<file path="config.mk">
export PLATFORM = sky130hd
export DESIGN_NAME = dds_register_load_sequencer_unit_flat
export DESIGN_NICKNAME = d
export VERILOG_FILES = /design/src/rtl/drls_pkg.sv /design/src/rtl/drls_if.sv /design/src/rtl/dds_register_load_sequencer_unit.sv /design/src/rtl/drls_regs.sv /design/src/rtl/drls_front.sv /design/src/rtl/drls_queue.sv /design/src/rtl/drls_back.sv /design/src/flat_wrapper.sv
export SDC_FILE = /design/constraint.sdc
export NUM_CORES = 1
export LEC_CHECK = 0
export ABC_CLOCK_PERIOD_IN_PS = 2280
export BUFFER_PORTS_ARGS = -buffer_cell sky130_fd_sc_hd__buf_2
export CORE_MARGIN = 2
export CORE_UTILIZATION = 45
export DETAILED_ROUTE_END_ITERATION = 8
export PLACE_DENSITY = 0.65
export SETUP_SLACK_MARGIN = 0.02
export SKIP_CTS_REPAIR_TIMING = 1
export SLEW_MARGIN = 5
export SYNTH_ARGS = -nofsm -noshare
export SYNTH_HDL_FRONTEND = slang
export SYNTH_SLANG_ARGS = --single-unit
</file>
<file path="constraint.sdc">
create_clock -name clk_i -period 2.28 [get_ports clk_i]
set_input_delay 0.114 -clock clk_i [delete_from_list [all_inputs] [get_ports clk_i]]
set_output_delay 0.114 -clock clk_i [all_outputs]
set_load 0.02 [all_outputs]
</file>
<file path="src/rtl/drls_pkg.sv">
// shared types, codes and constants for the dds register load sequencer
package drls_pkg;

  localparam int unsigned FUNC_W     = 3;
  localparam int unsigned WORD_W     = 16;
  localparam int unsigned FREQ_W     = 28;
  localparam int unsigned PHASE_W    = 12;
  localparam int unsigned HALF_W     = 14;
  localparam int unsigned STEP_W     = 3;
  localparam int unsigned REG_ADDR_W = 4;
  localparam int unsigned APB_DATA_W = 32;
  localparam int unsigned QUEUE_DEPTH = 2;
  localparam int unsigned QPTR_W     = 1;
  localparam int unsigned QCNT_W     = 2;

  // command codes
  localparam logic [FUNC_W-1:0] FUNC_LOAD_F0   = 3'd0;
  localparam logic [FUNC_W-1:0] FUNC_LOAD_F0P0 = 3'd1;
  localparam logic [FUNC_W-1:0] FUNC_LOAD_ALL  = 3'd2;
  localparam logic [FUNC_W-1:0] FUNC_RAW       = 3'd3;
  localparam logic [FUNC_W-1:0] FUNC_CTRL      = 3'd4;

  // register indexes
  localparam logic [1:0] REG_FREQ0  = 2'd0;
  localparam logic [1:0] REG_PHASE0 = 2'd1;
  localparam logic [1:0] REG_FREQ1  = 2'd2;
  localparam logic [1:0] REG_PHASE1 = 2'd3;

  // frame words and tags
  localparam logic [WORD_W-1:0] CTRL_SQW_ON  = 16'h2328;
  localparam logic [WORD_W-1:0] CTRL_SQW_OFF = 16'h2308;
  localparam logic [WORD_W-1:0] TAG_FREQ0    = 16'h4000;
  localparam logic [WORD_W-1:0] TAG_FREQ1    = 16'h8000;
  localparam logic [WORD_W-1:0] TAG_PHASE0   = 16'hC000;
  localparam logic [WORD_W-1:0] TAG_PHASE1   = 16'hE000;

  typedef enum logic [1:0] {
    OP_LOAD_F0,
    OP_LOAD_F0P0,
    OP_LOAD_ALL,
    OP_SINGLE
  } drls_op_e;

  typedef struct packed {
    drls_op_e            op;
    logic [WORD_W-1:0]   word;
  } drls_entry_t;

  typedef struct packed {
    logic [FREQ_W-1:0]   freq0;
    logic [PHASE_W-1:0]  phase0;
    logic [FREQ_W-1:0]   freq1;
    logic [PHASE_W-1:0]  phase1;
  } drls_cfg_t;

  typedef struct packed {
    logic [WORD_W-1:0]   word;
    logic                reset_pulse;
    logic                last;
  } drls_item_t;

endpackage

</file>
<file path="src/rtl/drls_if.sv">
// handshake channel interfaces for commands and frame items
interface drls_cmd_if import drls_pkg::*; ();
  logic                valid;
  logic                ready;
  logic [FUNC_W-1:0]   func;
  logic [WORD_W-1:0]   raw_word;
  logic                square_enable;

  modport source (output valid, func, raw_word, square_enable, input ready);
  modport sink   (input valid, func, raw_word, square_enable, output ready);
endinterface

interface drls_item_if import drls_pkg::*; ();
  logic                valid;
  logic                ready;
  logic [WORD_W-1:0]   word;
  logic                reset_pulse;
  logic                last;

  modport source (output valid, word, reset_pulse, last, input ready);
  modport sink   (input valid, word, reset_pulse, last, output ready);
endinterface

</file>
<file path="src/rtl/dds_register_load_sequencer_unit.sv">
// top level of the dds register load sequencer
// Turns one host command into the ordered frame items for a direct digital
// synthesizer: each item is either a 16-bit word to shift out msb first or a
// pulse on the device reset pin, and the final item of a command carries last.
// Load-all sends 0x2308, a reset pulse, the low and high 14-bit halves of
// frequency word 0 (tag 0x4000) and word 1 (tag 0x8000), then phase 0 (tag
// 0xC000) and phase 1 (tag 0xE000); load-f0-p0 stops after phase 0, load-f0
// after the frequency 0 halves. Raw write sends its word, control-set sends
// 0x2328 or 0x2308 per square_enable, and func codes 5 to 7 are accepted and
// produce nothing. The frequency and phase words are apb registers at byte
// addresses 0x0, 0x4, 0x8 and 0xC, read live by the sequencer, so write them
// only while no command is in flight. An intake stage classifies each
// transaction into a two-entry queue; the sequencer takes one entry,
// fetches it into its command register, then sends one item per cycle
// while the sink keeps taking them, and stalls while the sink holds off.
// The sequencer's step counter sets that rate; the output register lets
// new commands queue up while a finished item waits.
module dds_register_load_sequencer_unit import drls_pkg::*; (
  input  logic                  clk_i,
  input  logic                  rst_ni,
  drls_cmd_if.sink              cmd_i,
  drls_item_if.source           item_o,
  input  logic                  psel,
  input  logic                  penable,
  input  logic                  pwrite,
  input  logic [REG_ADDR_W-1:0] paddr,
  input  logic [APB_DATA_W-1:0] pwdata,
  output logic [APB_DATA_W-1:0] prdata,
  output logic                  pready
);

  drls_cfg_t   cfg;
  logic        push_valid;
  logic        push_ready;
  drls_entry_t push_entry;
  logic        pop_valid;
  logic        pop_ready;
  drls_entry_t pop_entry;

  // configuration registers
  drls_regs u_regs (
    .clk_i   (clk_i),
    .rst_ni  (rst_ni),
    .psel    (psel),
    .penable (penable),
    .pwrite  (pwrite),
    .paddr   (paddr),
    .pwdata  (pwdata),
    .prdata  (prdata),
    .pready  (pready),
    .cfg_o   (cfg)
  );

  // intake and classification
  drls_front u_front (
    .clk_i        (clk_i),
    .rst_ni       (rst_ni),
    .cmd_i        (cmd_i),
    .push_valid_o (push_valid),
    .push_ready_i (push_ready),
    .push_entry_o (push_entry)
  );

  // decoupling queue
  drls_queue u_queue (
    .clk_i        (clk_i),
    .rst_ni       (rst_ni),
    .push_valid_i (push_valid),
    .push_ready_o (push_ready),
    .push_entry_i (push_entry),
    .pop_valid_o  (pop_valid),
    .pop_ready_i  (pop_ready),
    .pop_entry_o  (pop_entry)
  );

  // item sequencer with output register
  drls_back u_back (
    .clk_i       (clk_i),
    .rst_ni      (rst_ni),
    .cfg_i       (cfg),
    .pop_valid_i (pop_valid),
    .pop_ready_o (pop_ready),
    .pop_entry_i (pop_entry),
    .item_o      (item_o)
  );

endmodule

</file>
<file path="src/rtl/drls_regs.sv">
// apb register file for the frequency and phase words
module drls_regs import drls_pkg::*; (
  input  logic                  clk_i,
  input  logic                  rst_ni,
  input  logic                  psel,
  input  logic                  penable,
  input  logic                  pwrite,
  input  logic [REG_ADDR_W-1:0] paddr,
  input  logic [APB_DATA_W-1:0] pwdata,
  output logic [APB_DATA_W-1:0] prdata,
  output logic                  pready,
  output drls_cfg_t             cfg_o
);

  drls_cfg_t  cfg_q;
  logic       wr_en;
  logic [1:0] reg_idx;

  assign pready  = 1'b1;
  assign wr_en   = psel & penable & pwrite;
  assign reg_idx = paddr[3:2];
  assign cfg_o   = cfg_q;

  always_ff @(posedge clk_i or negedge rst_ni) begin
    if (!rst_ni) begin
      cfg_q <= '0;
    end else if (wr_en) begin
      case (reg_idx)
        REG_FREQ0:  cfg_q.freq0  <= pwdata[FREQ_W-1:0];
        REG_PHASE0: cfg_q.phase0 <= pwdata[PHASE_W-1:0];
        REG_FREQ1:  cfg_q.freq1  <= pwdata[FREQ_W-1:0];
        REG_PHASE1: cfg_q.phase1 <= pwdata[PHASE_W-1:0];
        default: ;
      endcase
    end
  end

  always_comb begin
    case (reg_idx)
      REG_FREQ0:  prdata = {{(APB_DATA_W-FREQ_W){1'b0}}, cfg_q.freq0};
      REG_PHASE0: prdata = {{(APB_DATA_W-PHASE_W){1'b0}}, cfg_q.phase0};
      REG_FREQ1:  prdata = {{(APB_DATA_W-FREQ_W){1'b0}}, cfg_q.freq1};
      REG_PHASE1: prdata = {{(APB_DATA_W-PHASE_W){1'b0}}, cfg_q.phase1};
      default:    prdata = '0;
    endcase
  end

endmodule

</file>
<file path="src/rtl/drls_front.sv">
// command intake: classifies each command into a queue entry
module drls_front import drls_pkg::*; (
  input  logic         clk_i,
  input  logic         rst_ni,
  drls_cmd_if.sink     cmd_i,
  output logic         push_valid_o,
  input  logic         push_ready_i,
  output drls_entry_t  push_entry_o
);

  logic        valid_q;
  drls_entry_t entry_q;
  drls_entry_t entry_d;
  logic        known_d;
  logic        accept;

  assign cmd_i.ready  = !valid_q || push_ready_i;
  assign accept       = cmd_i.valid && cmd_i.ready;
  assign push_valid_o = valid_q;
  assign push_entry_o = entry_q;

  // unused codes are taken and dropped
  always_comb begin
    entry_d.op   = OP_SINGLE;
    entry_d.word = cmd_i.raw_word;
    known_d      = 1'b1;
    case (cmd_i.func)
      FUNC_LOAD_F0:   entry_d.op = OP_LOAD_F0;
      FUNC_LOAD_F0P0: entry_d.op = OP_LOAD_F0P0;
      FUNC_LOAD_ALL:  entry_d.op = OP_LOAD_ALL;
      FUNC_RAW:       entry_d.op = OP_SINGLE;
      FUNC_CTRL:      entry_d.word = cmd_i.square_enable ? CTRL_SQW_ON : CTRL_SQW_OFF;
      default:        known_d = 1'b0;
    endcase
  end

  always_ff @(posedge clk_i or negedge rst_ni) begin
    if (!rst_ni) begin
      valid_q <= 1'b0;
    end else if (accept) begin
      valid_q <= known_d;
    end else if (push_ready_i) begin
      valid_q <= 1'b0;
    end
  end

  always_ff @(posedge clk_i) begin
    if (accept) begin
      entry_q <= entry_d;
    end
  end

endmodule

</file>
<file path="src/rtl/drls_queue.sv">
// two-entry queue between intake and sequencer
module drls_queue import drls_pkg::*; (
  input  logic         clk_i,
  input  logic         rst_ni,
  input  logic         push_valid_i,
  output logic         push_ready_o,
  input  drls_entry_t  push_entry_i,
  output logic         pop_valid_o,
  input  logic         pop_ready_i,
  output drls_entry_t  pop_entry_o
);

  drls_entry_t         mem_q [QUEUE_DEPTH];
  logic [QPTR_W-1:0]   wr_ptr_q;
  logic [QPTR_W-1:0]   rd_ptr_q;
  logic [QCNT_W-1:0]   count_q;
  logic                do_push;
  logic                do_pop;

  assign push_ready_o = count_q != QCNT_W'(QUEUE_DEPTH);
  assign pop_valid_o  = count_q != '0;
  assign pop_entry_o  = mem_q[rd_ptr_q];
  assign do_push      = push_valid_i && push_ready_o;
  assign do_pop       = pop_valid_o && pop_ready_i;

  always_ff @(posedge clk_i or negedge rst_ni) begin
    if (!rst_ni) begin
      wr_ptr_q <= '0;
      rd_ptr_q <= '0;
      count_q  <= '0;
    end else begin
      if (do_push) wr_ptr_q <= wr_ptr_q + 1'b1;
      if (do_pop)  rd_ptr_q <= rd_ptr_q + 1'b1;
      case ({do_push, do_pop})
        2'b10:   count_q <= count_q + 1'b1;
        2'b01:   count_q <= count_q - 1'b1;
        default: ;
      endcase
    end
  end

  always_ff @(posedge clk_i) begin
    if (do_push) begin
      mem_q[wr_ptr_q] <= push_entry_i;
    end
  end

endmodule

</file>
<file path="src/rtl/drls_back.sv">
// sequencer: steps through the frame items of one command
module drls_back import drls_pkg::*; (
  input  logic         clk_i,
  input  logic         rst_ni,
  input  drls_cfg_t    cfg_i,
  input  logic         pop_valid_i,
  output logic         pop_ready_o,
  input  drls_entry_t  pop_entry_i,
  drls_item_if.source  item_o
);

  logic               busy_q;
  logic [STEP_W-1:0]  step_q;
  drls_entry_t        cur_q;
  logic               out_valid_q;
  drls_item_t         out_q;
  drls_item_t         item_d;
  logic               emit;

  assign pop_ready_o = !busy_q;
  assign emit        = busy_q && (!out_valid_q || item_o.ready);

  assign item_o.valid       = out_valid_q;
  assign item_o.word        = out_q.word;
  assign item_o.reset_pulse = out_q.reset_pulse;
  assign item_o.last        = out_q.last;

  always_comb begin
    item_d.reset_pulse = 1'b0;
    item_d.last        = 1'b0;
    case (step_q)
      3'd0: item_d.word = CTRL_SQW_OFF;
      3'd1: begin
        item_d.word        = '0;
        item_d.reset_pulse = 1'b1;
      end
      3'd2: item_d.word = TAG_FREQ0 | {2'b0, cfg_i.freq0[HALF_W-1:0]};
      3'd3: item_d.word = TAG_FREQ0 | {2'b0, cfg_i.freq0[FREQ_W-1:HALF_W]};
      3'd4: item_d.word = (cur_q.op == OP_LOAD_F0P0)
                          ? (TAG_PHASE0 | {4'b0, cfg_i.phase0})
                          : (TAG_FREQ1 | {2'b0, cfg_i.freq1[HALF_W-1:0]});
      3'd5: item_d.word = TAG_FREQ1 | {2'b0, cfg_i.freq1[FREQ_W-1:HALF_W]};
      3'd6: item_d.word = TAG_PHASE0 | {4'b0, cfg_i.phase0};
      3'd7: item_d.word = TAG_PHASE1 | {4'b0, cfg_i.phase1};
      default: item_d.word = '0;
    endcase
    case (cur_q.op)
      OP_LOAD_F0:   item_d.last = step_q == 3'd3;
      OP_LOAD_F0P0: item_d.last = step_q == 3'd4;
      OP_LOAD_ALL:  item_d.last = step_q == 3'd7;
      OP_SINGLE:    item_d.last = 1'b1;
      default:      item_d.last = 1'b1;
    endcase
    // a single-word command sends the word it carries
    if (cur_q.op == OP_SINGLE) begin
      item_d.word        = cur_q.word;
      item_d.reset_pulse = 1'b0;
    end
  end

  always_ff @(posedge clk_i or negedge rst_ni) begin
    if (!rst_ni) begin
      busy_q      <= 1'b0;
      step_q      <= '0;
      out_valid_q <= 1'b0;
    end else begin
      if (!busy_q && pop_valid_i) begin
        busy_q <= 1'b1;
        step_q <= '0;
      end else if (emit) begin
        if (item_d.last) begin
          busy_q <= 1'b0;
        end else begin
          step_q <= step_q + 1'b1;
        end
      end
      if (emit) begin
        out_valid_q <= 1'b1;
      end else if (item_o.ready) begin
        out_valid_q <= 1'b0;
      end
    end
  end

  always_ff @(posedge clk_i) begin
    if (!busy_q && pop_valid_i) begin
      cur_q <= pop_entry_i;
    end
    if (emit) begin
      out_q <= item_d;
    end
  end

endmodule

</file>
<file path="src/flat_wrapper.sv">
// flat-port wrapper written by rule: the top's interface ports become plain ports
module dds_register_load_sequencer_unit_flat import drls_pkg::*;
  (clk_i, rst_ni, psel, penable, pwrite, paddr, pwdata, prdata, pready, cmd_i_valid, cmd_i_func, cmd_i_raw_word, cmd_i_square_enable, cmd_i_ready, item_o_valid, item_o_word, item_o_reset_pulse, item_o_last, item_o_ready);
  drls_cmd_if cmd_i_i ();
  drls_item_if item_o_i ();
  input  logic clk_i;
  input  logic rst_ni;
  input  logic psel;
  input  logic penable;
  input  logic pwrite;
  input  logic [REG_ADDR_W-1:0] paddr;
  input  logic [APB_DATA_W-1:0] pwdata;
  output logic [APB_DATA_W-1:0] prdata;
  output logic pready;
  input wire logic [$bits(cmd_i_i.valid)-1:0] cmd_i_valid;
  input wire logic [$bits(cmd_i_i.func)-1:0] cmd_i_func;
  input wire logic [$bits(cmd_i_i.raw_word)-1:0] cmd_i_raw_word;
  input wire logic [$bits(cmd_i_i.square_enable)-1:0] cmd_i_square_enable;
  output wire logic [$bits(cmd_i_i.ready)-1:0] cmd_i_ready;
  output wire logic [$bits(item_o_i.valid)-1:0] item_o_valid;
  output wire logic [$bits(item_o_i.word)-1:0] item_o_word;
  output wire logic [$bits(item_o_i.reset_pulse)-1:0] item_o_reset_pulse;
  output wire logic [$bits(item_o_i.last)-1:0] item_o_last;
  input wire logic [$bits(item_o_i.ready)-1:0] item_o_ready;
  assign cmd_i_i.valid = cmd_i_valid;
  assign cmd_i_i.func = cmd_i_func;
  assign cmd_i_i.raw_word = cmd_i_raw_word;
  assign cmd_i_i.square_enable = cmd_i_square_enable;
  assign cmd_i_ready = cmd_i_i.ready;
  assign item_o_valid = item_o_i.valid;
  assign item_o_word = item_o_i.word;
  assign item_o_reset_pulse = item_o_i.reset_pulse;
  assign item_o_last = item_o_i.last;
  assign item_o_i.ready = item_o_ready;
  dds_register_load_sequencer_unit u_core (.clk_i(clk_i), .rst_ni(rst_ni), .cmd_i(cmd_i_i), .item_o(item_o_i), .psel(psel), .penable(penable), .pwrite(pwrite), .paddr(paddr), .pwdata(pwdata), .prdata(prdata), .pready(pready));
endmodule
</file>
==> results by group, run 1 <==
Critical path
  – Critical path origin: u_core.u_back.step_q[1]$_DFFE_PN0P_
  – Reg2Reg Setup Slack: 0.11 ns
  – Required time of the worst setup path: approximately 2.5 ns
  – Worst R2R End: u_core.u_back.item_o.word[0]$_DFFE_PP_
  – CP top delay family: simple AND/OR/NAND/NOR gates
  – Slowest cell on crit path: dfrtp_1
  – Cell Chain, Critical Path: inv_1, ha_1, buf_4, nor3_1, or2_2, a31oi_1, a221o_1
  – Slowest stage delay, CP: about 0.41 ns
  – CP arrival: between 2 and 2.5 ns
  – Critical-path maximum fanout: 11
  – RR Startpoint: u_core.u_back.step_q[1]$_DFFE_PN0P_
  – CP endpoint kind: flip-flop
  – WS Path Type: reg2reg
  – Worst Setup EP: u_core.u_back.item_o.word[0]$_DFFE_PP_
  – Worst reg2reg path depth: 7
  – Startpoint types: flip-flop
  – CP bufs+invs: 2
  – Cell count along the critical path: 7

Floorplanning
  – I/O Pins: ~120
  – Row Count: 48
  – Core area: between 15000 and 20000 um^2
  – Die Y: approximately 140 um
  – Die area: approximately 19000 um^2
  – Die W: around 140 um
  – Starting Density: 0.459

Outcome
  – Status: finished, violations left
  – Failing checks: negative hold slack

Route
  – Via count: about 5000
  – Avg Vias per Cell: 5.42
  – Routed wire length: around 18000 um
  – Detail Route Antenna Nets: 0
  – DRC: 0
  – Initial DRT Pass Iterations: 5
  – WL/cell: roughly 19 um
  – Starting DRC count in detailed routing: between 400 and 500

Logic synthesis
  – Mapped Cells: approximately 520
  – Seq/Total Area, Yosys: 0.629
  – Synth async-reset ratio: 0.500
  – Cell Area, Synth: a little under 8000 um^2
  – Distinct cells, synth: between 40 and 50
  – Synth area leaders: edfxtp_1 34%, dfrtp_1 29%, mux2_2 14%
  – Syn_area_per_cell: between 15 and 20 um^2
  – Number of synthesized register bits: 180
  – Post-synth top area cell: edfxtp_1
  – Post-synth top cells: 100 x mux2_2, 90 x dfrtp_1, 90 x edfxtp_1
  – Synth top area share: 0.343
  – Top FF cell, synth: edfxtp_1
  – Synth warnings: 0
  – Top-count cell post-synth: mux2_2
  – Number of synthesized flops with an enable pin: 90

Clock tree
  – CTS HTree Levels: 4
  – Clock Path Buffers: 2
  – CTS Sinks: between 150 and 200
  – Root Driver: clkbuf_16
  – CTS clk-pin slew, worst paths: about 0.070 ns
  – CTS tree: yes
  – Clock latency on the worst-skew pair: ~0.43 ns
  – Number of buffers created by CTS: 17

Pwr
  – Clock Power Share: 0.293
  – Pwr Total: between 10 and 15 mW
  – P_leak: between 4 and 5 nW
  – Worst IR Drop VDD: about 0.00058 V
  – Cell area power density: 1150 nW/um^2
  – Sequential Power Share: 0.446
  – Int Pwr: between 7 and 8 mW
  – Switch Pwr: 3.50 mW
  – Switching share of total power: 0.307
  – Combinational share of power: 0.261

Timing
  – Hold Fails Final Rpt: 2
  – Max Fclk: between 0.4 and 0.5 GHz
  – RSZ-0062 raised after global routing: false
  – Slew margin rel.: 0.467
  – Minimum clock period: ~2.2 ns
  – Slew @ Worst Pin: ~0.8 ns
  – Final worst-path cycle share: 0.951
  – Min setup slack post-route: between 0.1 and 0.15 ns
  – Min Hold Slack: -0.0117 ns
  – Final Max Slew Viols: 0
  – Endpoints failing setup: 0
  – Setup TNS Final: 0 ns
  – Clock Skew: 0.00633 ns

Min path
  – HP Class: in2reg
  – Worst hold stages: 2

Global routing
  – GRT met2 Usage: 0.299
  – Pin count of the biggest net entering global routing: 51
  – First-pass GRT wire length: ~27000 um
  – GRT Max-Usage Layer: met2
  – GRT Total Usage: 0.194
  – Antenna violations before repair: 0
  – Grt total ovfl: 0
  – Grt met3 use: 0.0425
  – Vias in the first global route: ~4900
  – Met1 Use GR: 0.272

Place
  – Dpl cell area: ~8800 um^2
  – GPL Wtd Cong: between 0.8 and 0.9
  – Dpl hpwl: about 12000 um
  – Port bufs: between 100 and 150
  – Pre-CTS WS: roughly 0.15 ns

Final layout
  – Share of layout cells above drive strength 1: 0.414
  – Post-Layout Inst Area: a little under 10000 um^2
  – Antenna Cells: 0
  – Fillers: 1423
  – Final nets: 758
  – Synth-to-layout area growth: 25.8%
  – Final Util: 0.577

Job
  – Max_cap viols: 0
## cell type report
cell class,count,area (um^2),area share
multi-input cells,303,2710,0.273
well taps,225,282,0.0284
clock buffers,17,425,0.0429
clock inverters,15,253,0.0255
inverters,5,18.8,0.00189
flip-flops and latches,180,4950,0.500
repair buffers,181,1270,0.128
## how the worst min path moves through the flow
stage | from | end | slack (ns)
floorplan | rst_ni | u_core.u_back.busy_q$_DFFE_PN0P_ | -0.18
global placement | rst_ni | u_core.u_regs.cfg_o[79]$_DFFE_PN0P_ | 0.18
detailed placement | rst_ni | u_core.u_regs.cfg_o[39]$_DFFE_PN0P_ | 0.18
CTS | rst_ni | u_core.u_regs.cfg_o[23]$_DFFE_PN0P_ | -0.28
global route | cmd_i_raw_word[5] | u_core.u_front.push_entry_o[5]$_DFFE_PP_ | 0.003
finish | cmd_i_square_enable | u_core.u_front.push_entry_o[5]$_DFFE_PP_ | -0.01
## sequential cells by signal, indices dropped and copies added (netlist names)
signal / flops
u_core.u_regs.cfg_o: 80
u_core.u_queue.mem_q: 36
u_core.u_back.cur_q: 18
u_core.u_front.push_entry_o: 18
u_core.u_back.item_o.word: 16
u_core.u_back.step_q: 3
u_core.u_queue.count_q: 2
u_core.u_back.busy_q: 1
u_core.u_back.item_o.last: 1
u_core.u_back.item_o.reset_pulse: 1
u_core.u_back.item_o.valid: 1
u_core.u_front.push_valid_o: 1
u_core.u_queue.rd_ptr_q: 1
u_core.u_queue.wr_ptr_q: 1
## placed cells by master (no fill, tap or decap), types with 10 or more instances in the layout
| master | netlist | layout |
|---|---|---|
| buf_2 | 11 | 103 |
| buf_4 | 7 | 26 |
| dlygate4sd3_1 | 0 | 48 |
| dfrtp_1 | 90 | 90 |
| a22oi_1 | 12 | 12 |
| mux4_2 | 12 | 12 |
| nor2_1 | 24 | 24 |
| a221o_1 | 10 | 10 |
| mux2_2 | 100 | 100 |
| nand2_1 | 17 | 17 |
| edfxtp_1 | 90 | 90 |
| mux2i_1 | 18 | 18 |
| clkbuf_16 | 0 | 17 |
| nand3_1 | 12 | 12 |
## stage by stage
step,hold WS (ns),cells
2_1_floorplan,-0.182,519
3_3_place_gp,0.178,846
3_5_place_dp,0.185,846
4_1_cts,-0.278,878
5_1_grt,0.00311,926
6_report,-0.0117,926
## worst reg2reg max path: cells and delay by family, from the launching register on
family | cells | cell delay (ns)
simple gates | 2 | 0.55
compound gates | 2 | 0.39
buf+inv | 2 | 0.29
fa+ha+maj | 1 | 0.28
flops | 1 | 0.41
## power groups by stage
stage / Combinational (mW) / Sequential, mW / Clock (mW)
floorplan: 1.83 / 5.07 / 0
global placement: 2.83 / 5.09 / 0
detailed placement: 2.89 / 5.13 / 0
CTS: 2.92 / 5.08 / 3.38
global route: 3.22 / 5.18 / 3.50
finish: 2.97 / 5.08 / 3.34
## cells by family after synthesis
group,count (synthesis),synth area share
compound gates,60,0.0583
xor+xnor,5,0.00556
fa+ha+maj,7,0.0111
buf+inv,36,0.0289
flops,180,0.629
mux,131,0.202
other cells,2,0.000953
simple gates,95,0.0645
## per-layer routing
layer  wire length, um  vias up
met3              1130       20
met1              8060     2513
li1                  -     2300
met4               235        0
met2              8250      189
met5                 0        -
Note: power is estimated with default switching activity, not from simulation.
==> inputs of run 2 (changes only) <==
ABC_CLOCK_PERIOD_IN_PS = 2500   (was 2280)
clock period = 2.5 ns   (was 2.28 ns; I/O delays follow)
==> run 2 against run 1 <==
  * The run now ends clean
  * Worst hold slack better by 0.013 ns
  * Worst setup slack better by 0.25 ns
  * Combinational power down 11%
  * Register-to-register slack better by 0.25 ns
  * Critical path depth down 1
  * Die area unchanged
  * Sequential share of layout area up 0.95 points
  * Flip-flop and latch count unchanged
  * Core utilization down 1.1 points
  * Maximum frequency up 1.4%
  * Critical path type unchanged
  * Global-route usage up 0.28 points
  * Sequential power down 8.9%
==> results by group, run 2 (synthesis gave the netlist of run 1 again) <==
Outcome
  – Status: completed

Timing
  – Endpoints failing setup: 0
  – Clock Skew: approximately 0.0086 ns
  – Final Max Slew Viols: 0
  – Final worst-path cycle share: 0.855
  – Hold Fails Final Rpt: 0
  – Min setup slack post-route: between 0.3 and 0.4 ns
  – RSZ-0062 raised after global routing: false
  – Setup TNS Final: 0 ns
  – Slew margin rel.: 0.441
  – Slew @ Worst Pin: roughly 0.84 ns
  – Minimum clock period: between 2 and 2.5 ns
  – Max Fclk: about 0.47 GHz

Floorplanning
  – Row Count: between 40 and 50
  – Die W: 136 um
  – Starting Density: 0.459
  – I/O Pins: 116
  – Die area: approximately 19000 um^2
  – Die Y: approximately 140 um
  – Core area: about 17000 um^2

Route
  – M1 WL: roughly 8000 um
  – WL/cell: 19.5 um
  – Uppermost layer routed: met4
  – Avg Vias per Cell: ~5.4
  – Initial DRT Pass Iterations: 5
  – Via count: slightly below 5000
  – Detail Route Antenna Nets: 0
  – DRC: 0
  – Starting DRC count in detailed routing: 500
  – Routed wire length: roughly 18000 um
  – WL met3: 1190 um
  – WL met2: 8580 um

Pwr
  – Cell area power density: between 1000 and 1500 nW/um^2
  – Worst IR Drop VDD: between 0.0005 and 0.0006 V
  – P_leak: approximately 4 nW
  – Pwr Total: slightly below 10 mW

Clock tree
  – CTS Sinks: 180
  – CTS clk-pin slew, worst paths: about 0.070 ns
  – CTS HTree Levels: 4
  – Root Driver: clkbuf_16
  – Clock latency on the worst-skew pair: between 0.4 and 0.5 ns
  – Number of buffers created by CTS: 17
  – Clock Path Buffers: 2
  – CTS tree: yes

Place
  – Pre-CTS WS: 0.379 ns
  – Port bufs: approximately 100
  – Dpl hpwl: 11700 um
  – Dpl cell area: slightly below 9000 um^2
  – GPL Wtd Cong: 0.839

Critical path
  – RR Startpoint: u_core.u_back.step_q[0]$_DFFE_PN0P_
  – CP arrival: ~2.5 ns
  – Critical-path maximum fanout: 9
  – Cell Chain, Critical Path: ha_1, ha_1, mux2_2, o22ai_1, and2_1, mux2i_1
  – CP endpoint kind: flip-flop
  – Critical path origin: u_core.u_back.step_q[0]$_DFFE_PN0P_
  – Slowest stage delay, CP: between 0.4 and 0.5 ns
  – WS Path Type: reg2reg
  – Slowest cell on crit path: dfrtp_1
  – Startpoint types: flip-flop
  – Most frequent CP cell: ha_1
  – Required time of the worst setup path: around 2.9 ns

Final layout
  – Fillers: between 1000 and 1500
  – Share of layout cells above drive strength 1: 0.404
  – Number of flip-flops in the largest register: 80
  – Commonest non-fill, non-tap cells in the layout: 103 x buf_2, 100 x mux2_2, 90 x dfrtp_1, 90 x edfxtp_1, 47 x dlygate4sd3_1
  – Final nets: ~750
  – Synth-to-layout area growth: 23.5%
  – Antenna Cells: 0
  – Most common cell after layout, fill and taps aside: buf_2
  – Post-Layout Inst Area: approximately 9700 um^2
  – Final Util: 0.566

Global routing
  – Antenna violations before repair: 0
  – Vias in the first global route: about 4800
  – Pin count of the biggest net entering global routing: approximately 90
  – First-pass GRT wire length: roughly 27000 um
  – GRT Total Usage: 0.196
  – Grt total ovfl: 0

Min path
  – Min-delay src: cmd_i_raw_word[7]
  – HP Class: in2reg

Job
  – Max_cap viols: 0
run 2: cell types whose count changed in the layout (fill, tap and decap cells not counted), moves of 2 or more:
cell and delta:
bufinv_16 -5, buf_4 -9, inv_6 -2, clkinvlp_2 -2
clkinv_2 +4, clkbuf_16 +2
run 2: area by class of cell:
type,instances,area [um^2],area share
Sequential cell,180,4950,0.509
Multi-Input combinational cell,303,2710,0.278
Timing Repair Buffer,170,1170,0.121
Clock buffer,21,497,0.0511
Tap cell,225,282,0.0289
Clock inverter,11,97.6,0.0100
Inverter,5,18.8,0.00193
run 2: through the flow:
stage	std cells	hold WS, ns
6_report	915	0.000865
3_3_place_gp	836	0.202
5_1_grt	915	0.00447
2_1_floorplan	519	-0.171
3_5_place_dp	836	0.213
4_1_cts	868	-0.247
run 2: critical path, delay by kind of cell, from the launching register on:
family / cells / cell delay [ns]
multiplexers: 2 / 0.53
flip-flops: 1 / 0.41
AND/OR/NAND/NOR: 1 / 0.23
adder cells (fa/ha/maj): 2 / 0.61
AO/OA/AOI/OAI: 1 / 0.27
run 2: layer usage:
| metal | vias to the layer above | global-route usage |
|---|---|---|
| met4 | 0 | 0.0579 |
| li1 | 2266 | - |
| met2 | 197 | 0.305 |
| met1 | 2486 | 0.272 |
| met5 | - | 0 |
| met3 | 14 | 0.0522 |
run 2: path summary, 6_finish.rpt:
path                                                                 to  slack, ns  depth (start not counted)
max                                 u_core.u_back.step_q[2]$_DFFE_PN0P_       0.36                          6
min                        u_core.u_front.push_entry_o[7]$_SDFFCE_PP0P_     0.0009                          2
max reg2reg                         u_core.u_back.step_q[2]$_DFFE_PN0P_       0.36                          6
min reg2reg                        u_core.u_queue.mem_q[0][5]$_DFFE_PP_       0.45                          0
max in group asynchronous           u_core.u_regs.cfg_o[46]$_DFFE_PN0P_       1.81                          3
min in group asynchronous           u_core.u_regs.cfg_o[79]$_DFFE_PN0P_       0.26                          3
run 2: where the power goes:
group          switching [mW]  internal (mW)
registers               0.543           4.09
logic                    1.48           1.17
clock network            1.11           1.53
